**src/rtl/lbc32_pkg.sv**
```systemverilog
// Package for the 32-bit lightweight block cipher encryptor.
// Widths, register indexes and the round functions used by the core and the top level.
// No dependencies.
`default_nettype none

package lbc32_pkg;

  localparam int unsigned BLOCK_W            = 32;
  localparam int unsigned KEY_W              = 64;
  localparam int unsigned RCNT_W             = 6;
  localparam int unsigned RNUM_W             = 8;
  localparam int unsigned CFG_IDX_W          = 2;
  localparam int unsigned CFG_DATA_W         = 32;
  localparam int unsigned DEFAULT_MAX_ROUNDS = 32;

  localparam logic [RCNT_W-1:0] RCNT_RESET = 6'd32;

  // configuration register indexes
  localparam logic [CFG_IDX_W-1:0] REG_KEY_HIGH    = 2'd0;
  localparam logic [CFG_IDX_W-1:0] REG_KEY_LOW     = 2'd1;
  localparam logic [CFG_IDX_W-1:0] REG_ROUND_COUNT = 2'd2;

  // key state permutation masks
  localparam logic [KEY_W-1:0] KS_MASK_A = 64'h0000_000f_ffff_ff00;
  localparam logic [KEY_W-1:0] KS_MASK_B = 64'h0000_fff0_0000_0000;
  localparam logic [KEY_W-1:0] KS_MASK_C = 64'hffff_0000_0000_0000;
  localparam logic [KEY_W-1:0] KS_MASK_D = 64'h0000_0000_0000_000f;
  localparam logic [KEY_W-1:0] KS_MASK_E = 64'h0000_0000_0000_00f0;

  function automatic logic [7:0] rotl8(input logic [7:0] x, input int unsigned n);
    logic [15:0] dbl;
    dbl = {x, x} << n;
    return dbl[15:8];
  endfunction

  // f(x) = (rol1 & rol7) ^ rol2
  function automatic logic [7:0] mixf(input logic [7:0] x);
    return (rotl8(x, 1) & rotl8(x, 7)) ^ rotl8(x, 2);
  endfunction

  // NX mix; position p is bit 7-p
  function automatic logic [7:0] nx_mix(input logic [7:0] b);
    logic [7:0] pin;
    logic [7:0] t;
    logic [7:0] res;
    for (int p = 0; p < 8; p++) begin
      pin[p] = b[7-p];
    end
    t[0] = pin[0] ^ pin[6];
    t[2] = pin[2] ^ t[0];
    t[4] = pin[4] ^ t[2];
    t[6] = pin[6] ^ t[4];
    t[1] = pin[1] ^ pin[7];
    t[3] = pin[3] ^ t[1];
    t[5] = pin[5] ^ t[3];
    t[7] = pin[7] ^ t[5];
    for (int p = 0; p < 8; p++) begin
      res[7-p] = t[p] & pin[p];
    end
    return res;
  endfunction

  function automatic logic [KEY_W-1:0] key_advance(input logic [KEY_W-1:0] ks_in,
                                                   input logic [RNUM_W-1:0] rnum);
    logic [KEY_W-1:0] ks;
    ks = ks_in ^ {rnum, 56'd0};
    ks = {ks[KEY_W-1:8], nx_mix(ks[7:0])};
    return ((ks & KS_MASK_A) << 8)
         | ((ks & KS_MASK_B) << 12)
         | ((ks & KS_MASK_C) >> 48)
         | ((ks & KS_MASK_D) << 44)
         | ((ks & KS_MASK_E) << 56);
  endfunction

  // one data round: two byte branches then the byte rotation
  function automatic logic [BLOCK_W-1:0] data_round(input logic [BLOCK_W-1:0] blk,
                                                    input logic [KEY_W-1:0] ks);
    logic [7:0] l0, l1, r0, r1;
    logic [7:0] kl0, kl1, kr0, kr1;
    l0  = blk[31:24];
    l1  = blk[23:16];
    r0  = blk[15:8];
    r1  = blk[7:0];
    kl0 = {ks[63:60], ks[55:52]};
    kr0 = {ks[59:56], ks[51:48]};
    kl1 = {ks[47:44], ks[39:36]};
    kr1 = {ks[43:40], ks[35:32]};
    l1  = l1 ^ mixf(l0) ^ kl0;
    l0  = l0 ^ mixf(l1) ^ kl1;
    r1  = r1 ^ mixf(r0) ^ kr0;
    r0  = r0 ^ mixf(r1) ^ kr1;
    // l0 <- r1, l1 <- l0, r0 <- l1, r1 <- r0
    return {r1, l0, l1, r0};
  endfunction

endpackage

`default_nettype wire

```
**src/rtl/lbc32_rounds.sv**
```systemverilog
// Unrolled round network of the 32-bit lightweight block cipher.
// Pure combinational; uses lbc32_pkg.
`default_nettype none

module lbc32_rounds #(
  parameter int unsigned MAX_ROUNDS = lbc32_pkg::DEFAULT_MAX_ROUNDS
) (
  input  wire logic [lbc32_pkg::BLOCK_W-1:0] block_i,
  input  wire logic [lbc32_pkg::KEY_W-1:0]   key_i,
  input  wire logic [lbc32_pkg::RCNT_W-1:0]  rounds_i,
  output logic      [lbc32_pkg::BLOCK_W-1:0] block_o
);
  import lbc32_pkg::*;

  logic [KEY_W-1:0]   ks  [MAX_ROUNDS+1];
  logic [BLOCK_W-1:0] blk [MAX_ROUNDS+1];

  assign ks[0]  = key_i;
  assign blk[0] = block_i;

  // round i runs when i < rounds_i; i never reaches MAX_ROUNDS, so that saturates
  for (genvar i = 0; i < MAX_ROUNDS; i++) begin : g_round
    logic en;
    assign en       = {{(RNUM_W-RCNT_W){1'b0}}, rounds_i} > RNUM_W'(i);
    assign ks[i+1]  = key_advance(ks[i], RNUM_W'(i + 1));
    assign blk[i+1] = en ? data_round(blk[i], ks[i+1]) : blk[i];
  end

  assign block_o = blk[MAX_ROUNDS];

endmodule

`default_nettype wire

```
**src/rtl/lightweight_block_cipher_32_encrypt.sv**
```systemverilog
// Top level of the 32-bit lightweight block cipher encryptor.
// Holds configuration, input and result registers; uses lbc32_pkg and lbc32_rounds.
//
//   channel   dir  handshake                   payload
//   s_axis    in   s_axis_tvalid/tready        tdata[31:0] plaintext
//   m_axis    out  m_axis_tvalid/tready        tdata[31:0] ciphertext
//   cfg       in   cfg_valid/cfg_ready         cfg_index (0 key_high, 1 key_low,
//                                              2 round_count), cfg_data
//
// One word per cycle sustained while m_axis_tready is high; each accepted word
// passes the input register, the unrolled rounds and the result register.
// Cycles per word do not depend on round_count; counts above MAX_ROUNDS
// saturate in the unrolled network.
// Reset clears valids and loads key 0 and round_count 32.
// A stall on m_axis holds the result; the input register keeps filling
// until both stages hold a word.
`default_nettype none

module lightweight_block_cipher_32_encrypt #(
  parameter int unsigned MAX_ROUNDS = lbc32_pkg::DEFAULT_MAX_ROUNDS
) (
  input  wire logic                                clk_i,
  input  wire logic                                rst_ni,
  // slave side
  input  wire logic                                s_axis_tvalid,
  output logic                                     s_axis_tready,
  input  wire logic [lbc32_pkg::BLOCK_W-1:0]       s_axis_tdata,   // [31:0] plaintext
  // master side
  output logic                                     m_axis_tvalid,
  input  wire logic                                m_axis_tready,
  output logic      [lbc32_pkg::BLOCK_W-1:0]       m_axis_tdata,   // [31:0] ciphertext
  // configuration write
  input  wire logic                                cfg_valid_i,
  output logic                                     cfg_ready_o,
  input  wire logic [lbc32_pkg::CFG_IDX_W-1:0]     cfg_index_i,
  input  wire logic [lbc32_pkg::CFG_DATA_W-1:0]    cfg_data_i
);
  import lbc32_pkg::*;

  logic [31:0]        key_high_q;
  logic [31:0]        key_low_q;
  logic [RCNT_W-1:0]  rcnt_q;

  logic               in_vld_q;
  logic [BLOCK_W-1:0] in_q;
  logic               out_vld_q;
  logic [BLOCK_W-1:0] out_q;
  logic [BLOCK_W-1:0] ct;

  logic               out_ready;
  logic               in_ready;

  // config writes always taken
  assign cfg_ready_o = 1'b1;

  always_ff @(posedge clk_i or negedge rst_ni) begin
    if (!rst_ni) begin
      key_high_q <= '0;
      key_low_q  <= '0;
      rcnt_q     <= RCNT_RESET;
    end else if (cfg_valid_i) begin
      case (cfg_index_i)
        REG_KEY_HIGH:    key_high_q <= cfg_data_i;
        REG_KEY_LOW:     key_low_q  <= cfg_data_i;
        REG_ROUND_COUNT: rcnt_q     <= cfg_data_i[RCNT_W-1:0];
        default:         ;  // unused index, write dropped
      endcase
    end
  end

  // two-stage pipe; each stage loads when empty or when its word moves on
  assign out_ready     = !out_vld_q || m_axis_tready;
  assign in_ready      = !in_vld_q || out_ready;
  assign s_axis_tready = in_ready;

  always_ff @(posedge clk_i or negedge rst_ni) begin
    if (!rst_ni) begin
      in_vld_q  <= 1'b0;
      out_vld_q <= 1'b0;
    end else begin
      if (in_ready) begin
        in_vld_q <= s_axis_tvalid;
      end
      if (out_ready) begin
        out_vld_q <= in_vld_q;
      end
    end
  end

  always_ff @(posedge clk_i) begin
    if (in_ready && s_axis_tvalid) begin
      in_q <= s_axis_tdata;
    end
    if (out_ready && in_vld_q) begin
      out_q <= ct;
    end
  end

  lbc32_rounds #(
    .MAX_ROUNDS(MAX_ROUNDS)
  ) u_rounds (
    .block_i (in_q),
    .key_i   ({key_high_q, key_low_q}),
    .rounds_i(rcnt_q),
    .block_o (ct)
  );

  assign m_axis_tvalid = out_vld_q;
  assign m_axis_tdata  = out_q;

endmodule

`default_nettype wire

```
**config.mk**
```make
export PLATFORM = sky130hd
export DESIGN_NAME = lightweight_block_cipher_32_encrypt
export DESIGN_NICKNAME = d
export VERILOG_FILES = /design/src/rtl/lbc32_pkg.sv /design/src/rtl/lbc32_rounds.sv /design/src/rtl/lightweight_block_cipher_32_encrypt.sv
export SDC_FILE = /design/constraint.sdc
export NUM_CORES = 2
export LEC_CHECK = 0
export ABC_AREA = 0
export BUFFER_PORTS_ARGS = -buffer_cell sky130_fd_sc_hd__clkbuf_2
export CAP_MARGIN = 20
export CORE_MARGIN = 1.5
export CORE_UTILIZATION = 55
export DETAILED_ROUTE_END_ITERATION = 10
export PLACE_DENSITY = 0.74
export SYNTH_ARGS = -nofsm -noshare
export SYNTH_HDL_FRONTEND = slang
export SYNTH_SLANG_ARGS = --single-unit
```
**constraint.sdc**
```tcl
create_clock -name clk_i -period 34.5 [get_ports clk_i]
set_input_delay 3.45 -clock clk_i [delete_from_list [all_inputs] [get_ports clk_i]]
set_output_delay 3.45 -clock clk_i [all_outputs]
set_load 0.01 [all_outputs]
```
==> summary.md, run 1 <==
| Metric | Value |
|---|---|
| Largest net degree at the start of global routing | `73` |
| Total number of H-tree levels | `4` |
| Post-Synthesis Cells | `8,368` |
| GP Congestion | `1.13` |
| Port Buf Inserts | `approximately 100` |
| Grt ovf | `333` |
| Ports | `106` |
| Initial cell density of the core | `a little under three fifths` |
| Post-Syn Area | `between 70,000 and 80,000 µm²` |
| Grt repair worst endpoint | `m_axis_tdata[1]$_DFFE_PP_/D` |
| Worst_ep kind | `register input` |
| Syn nets | `8,631` |
| Die H | `between 300 and 400 µm` |
| Err | `[ERROR GRT-0232] Routing congestion too high. Check the congestion heatmap in the GUI.` |
| Clock Path Buffers | `2` |
| Post-synthesis async set-or-reset flop share | `around 53%` |
| Post-synth top area share | `20.0%` |
| HPWL Detailed | `between 200 and 300 mm` |
| Status | `aborted with a tool error` |
| Post-synth EDFFs | `64` |
| CTS sink cnt | `136` |
| Register area share after synthesis | `5.23%` |
| Root Buffer | `clkbuf_16` |
| Synth area leaders | `xnor2_1 (20%), xnor3_1 (17%), xor2_1 (5.3%), nor2_1 (4.5%), nand2_1 (3.4%)` |
| Pre-CTS setup slack | `-4180 ps` |
| Top_reg_cell synth | `dfrtp_1` |
| Syn avg cell area | `8.51 µm²` |
| Synth Warn # | `0` |
| Stop stage | `global routing` |
| DIE WIDTH | `between 300 and 400 µm` |
| #FFs+latches synth | `approximately 140` |
| Total track usage | `72.6%` |
| Leading area contributor after synthesis | `xnor2_1` |
| Placement Rows | `131` |
| Number of CTS-inserted buffers | `17` |
| Post-synth cell types | `around 150` |
[cells in the mapped netlist (all sizes together) (19+ instances only)]
| library cell | instances |
|---|---|
| a211o | 19 |
| a211oi | 41 |
| a21boi | 45 |
| a21o | 82 |
| a21oi | 532 |
| a22oi | 26 |
| a31o | 25 |
| a31oi | 177 |
| a32oi | 19 |
| and2 | 191 |
| and3 | 96 |
| buf | 187 |
| clkbuf | 207 |
| dfrtp | 71 |
| edfxtp | 64 |
| ha | 192 |
| inv | 168 |
| mux2 | 158 |
| mux2i | 264 |
| nand2 | 650 |
| nand2b | 73 |
| nand3 | 106 |
| nor2 | 860 |
| nor2b | 68 |
| nor3 | 172 |
| o211ai | 34 |
| o21a | 121 |
| o21ai | 373 |
| o21bai | 29 |
| o22ai | 25 |
| o31a | 28 |
| o31ai | 64 |
| or2 | 64 |
| or3 | 128 |
| xnor2 | 1675 |
| xnor3 | 549 |
| xor2 | 445 |
| xor3 | 72 |
[timing repair]
action                     4_1_cts
setup endpoints to repair       32
hold buffers                     0
pin swaps                      689
buffers inserted               538
gates cloned                     0
resized for setup             1510
[routing by layer]
metal | track usage [%] | GRT overflow
met1 | 76.5 | 19
met3 | 52.2 | 27
met4 | 68.8 | 106
met5 | 23.7 | 2
met2 | 90.0 | 179
[cell families after synthesis]
kind of cell               count (synthesis)  share of synthesized area [%]
buffers and inverters                    574                           4.30
adders and majority gates                192                           3.37
xor gates and xnor gates                2741                           46.5
AOI/OAI and AO/OA                       1760                           16.6
and+or+nand+nor                         2542                           17.1
other                                      1                        0.00526
muxes                                    422                           6.91
DFF                                      136                           5.23
[through the flow]
stage | util [%] | cells | area [µm²] | hold WS [ps]
after floorplan | - | 8368 | 71300 | 449
after global placement | 74.2 | 12900 | 95000 | 467
after detailed placement | 74.2 | 12900 | 95000 | 474
after CTS | 84.1 | 13400 | 108000 | 492
==> run 2, diff against run 1 <==
--- a/config.mk
+++ b/config.mk
@@ -9,9 +9,9 @@
 export BUFFER_PORTS_ARGS = -buffer_cell sky130_fd_sc_hd__clkbuf_2
 export CAP_MARGIN = 20
 export CORE_MARGIN = 1.5
-export CORE_UTILIZATION = 55
+export CORE_UTILIZATION = 40
 export DETAILED_ROUTE_END_ITERATION = 10
-export PLACE_DENSITY = 0.74
+export PLACE_DENSITY_LB_ADDON = 0.15
 export SYNTH_ARGS = -nofsm -noshare
 export SYNTH_HDL_FRONTEND = slang
 export SYNTH_SLANG_ARGS = --single-unit
==> constraint.sdc (replaced) <==
create_clock -name clk_i -period 44.9 [get_ports clk_i]
set_input_delay 4.49 -clock clk_i [delete_from_list [all_inputs] [get_ports clk_i]]
set_output_delay 4.49 -clock clk_i [all_outputs]
set_load 0.01 [all_outputs]
==> run 2 against run 1 <==
- the run now ends clean
- synthesized cell count unchanged
- area after synthesis unchanged
==> summary.md, run 2 <==
| Metric | Value |
|---|---|
| Area Overhead vs Synth | `6.77%` |
| Post-synth cell types | `151 (unchanged)` |
| Placement Rows | `154 (+18%)` |
| Antenna violations before repair | `10` |
| Post-Syn Area | `71,200 µm² (unchanged)` |
| CTS sink cnt | `136 (unchanged)` |
| Nets | `8,675` |
| Non-Filler Instances | `around 11,000` |
| Leading area contributor after synthesis | `xnor2_1` |
| Slew Viols, Final | `0` |
| Port Buf Inserts | `104 (unchanged)` |
| TNS Setup | `0 ps` |
| Fin crit period | `around 44,000 ps` |
| Worst-Skew Late Latency | `470 ps` |
| Post-route ant nets | `0` |
| GP Congestion | `1.03 (-8.4%)` |
| Grt ovf | `0` |
| Number of CTS-inserted buffers | `17 (unchanged)` |
| TritonCTS clock tree | `built` |
| Syn avg cell area | `8.51 µm² (unchanged)` |
| Worst clock skew | `22.7 ps` |
| Slew of the pin with the lowest slew margin | `1150 ps` |
| Placed insts | `10,700 (-17%)` |
| CP max FO | `29` |
| DIE WIDTH | `425 µm (+17%)` |
| Syn nets | `8,631 (unchanged)` |
| CP endpoint kind | `register` |
| Crit path top cell by count | `xnor3_1` |
| Most common cell in the synthesized netlist | `xnor2_1` |
| Setup violators final | `0` |
| Total number of H-tree levels | `4 (unchanged)` |
| Top_reg_cell synth | `dfrtp_1` |
| Via count | `between 60,000 and 70,000` |
| Final hold vios | `0` |
| Synth area leaders | `xnor2_1 (20%), xnor3_1 (17%), xor2_1 (5.3%), nor2_1 (4.5%), nand2_1 (3.4%)` |
| Via density | `6.21` |
| Post-synthesis async set-or-reset flop share | `52.9% (unchanged)` |
| DRC | `0` |
| Post-Synthesis Cells | `8,368 (unchanged)` |
| Critical path's slowest cell | `dfrtp_2` |
| Max cap viols | `0` |
| DIE AREA | `181,000 µm²` |
| Slew headroom | `23.0%` |
| CP startpoint kind | `register` |
| Worst min path class | `register to register` |
| Setup ws final | `1030 ps` |
| Core box area | `~180,000 µm²` |
| Worst Path Class, Setup | `register to register` |
| Ports | `106 (unchanged)` |
| Most used cells in the layout excluding fill and tap cells | `xnor2_1 (1,606), nor2_1 (839), nand2_1 (634), xnor3_1 (526), a21oi_1 (434)` |
| Share of cells above drive strength 1 | `13.7%` |
| Commonest non-fill, non-tap cell in the layout | `xnor2_1` |
| Clock Path Buffers | `2 (unchanged)` |
| Initial cell density of the core | `40.4% (-15 points)` |
| Post-synth top area share | `20.0% (unchanged)` |
| Pre-CTS setup slack | `-133 ps (+4050 ps)` |
| DRT Pass-1 Iters | `6` |
| Global-route wire length before repair | `between 400 and 500 mm` |
| Register area share after synthesis | `5.23% (unchanged)` |
| DR iter-0 viols | `8,802` |
| List of most frequent post-synthesis cells | `xnor2_1 (1,628), nor2_1 (847), nand2_1 (644)` |
| Root Buffer | `clkbuf_16` |
| Vias in the first global route | `62,100` |
| Drt wl/cell | `32.3 µm` |
| Max Clock Freq | `22.8 MHz` |
| Post-synth EDFFs | `64 (unchanged)` |
| Clk pin slew, worst setup/hold paths | `70 ps` |
| DRT Wirelength | `about 350 mm` |
| Worst Path Arrival | `44,050 ps` |
| RSZ-0062 raised after global routing | `false` |
| CP max stage delay | `840 ps` |
| Status | `complete, no violations` |
| Largest net degree at the start of global routing | `73` |
| Die H | `425 µm (+17%)` |
| HPWL Detailed | `286 mm (-3.8%)` |
| Final Cycle Share | `97.7%` |
| #FFs+latches synth | `136 (unchanged)` |
| Synth Warn # | `0 (unchanged)` |
| WP data required | `45,080 ps` |
| Total track usage | `37.1%` |
## run 2: layout make-up
type                            count  area [µm²]
Multi-Input combinational cell   7659       65200
Tap cell                         2340        2930
Inverter                          179         672
Sequential cell                   136        3730
Clock buffer                       17         425
Fill cell                       18000      100000
Timing Repair Buffer              419        2900
Antenna cell                        8        20.0
Clock inverter                     15         170
## run 2: final timing paths
kind,slack (ps),end,startpoint,cells after the start
worst min-delay path,490,m_axis_tvalid,in_vld_q,1
min in group asynchronous,4000,key_high_q[17],rst_ni,1
worst max register to register,1030,m_axis_tdata[7],rcnt_q[3],122
worst max-delay path,1030,m_axis_tdata[7],rcnt_q[3],122
worst min register to register,490,m_axis_tvalid,in_vld_q,1
max in group asynchronous,40210,rcnt_q[5],rst_ni,2
## run 2: layer usage
layer / vias up / part of all wire, % / routed length, µm / GRT usage, %
met5: - / 0 / 0 / 0
met4: 0 / 6.2 / 21600 / 19.1
met3: 789 / 9.5 / 33200 / 5.37
met2: 3962 / 43 / 149000 / 56.4
met1: 32800 / 41 / 144000 / 50.8
li1: 29400 / - / - / -
## run 2: critical path: cells and delay by family, from the launching register on
family	cells	cell delay (ps)
xor gates and xnor gates	57	22440
AOI/OAI and AO/OA	29	10260
and+or+nand+nor	22	5530
muxes	9	3210
buffers and inverters	5	1190
DFF	1	840
## run 2: what timing repair did
action / CTS / global route
gates resized for setup: 1 / 75
hold buffers: 0 / 0
gates cloned: 0 / 1
endpoints found under the setup margin: 18 / 32
buffers inserted: 0 / 3
pin swaps: 0 / 2
## run 2: metrics by stage
step | instance area [µm²] | hold WS (ps) | utilization [%]
6_report | 76100 | 491 | 43.1
2_1_floorplan | 71200 | 449 | -
3_5_place_dp | 75000 | 473 | 42.5
5_1_grt | 76100 | 536 | 43.1
4_1_cts | 75600 | 492 | 42.8
3_3_place_gp | 75000 | 466 | 42.5
## run 2: cell families (layout without fill, tap and decap cells)
logic type      after synthesis  after routing  share of synthesized area, %
flops                       136            136                          5.23
compound gates             1760           1760                          16.6
xor+xnor                   2741           2741                          46.5
buf+inv                     574            630                          4.30
fa+ha+maj                   192            192                          3.37
other cells                   1              9                       0.00526
simple gates               2542           2543                          17.1
mux                         422            422                          6.91
Power of run 2 is left out: the tool's default activity adds up to more than one toggle a clock period on the data nets, which glitch-free logic cannot reach.
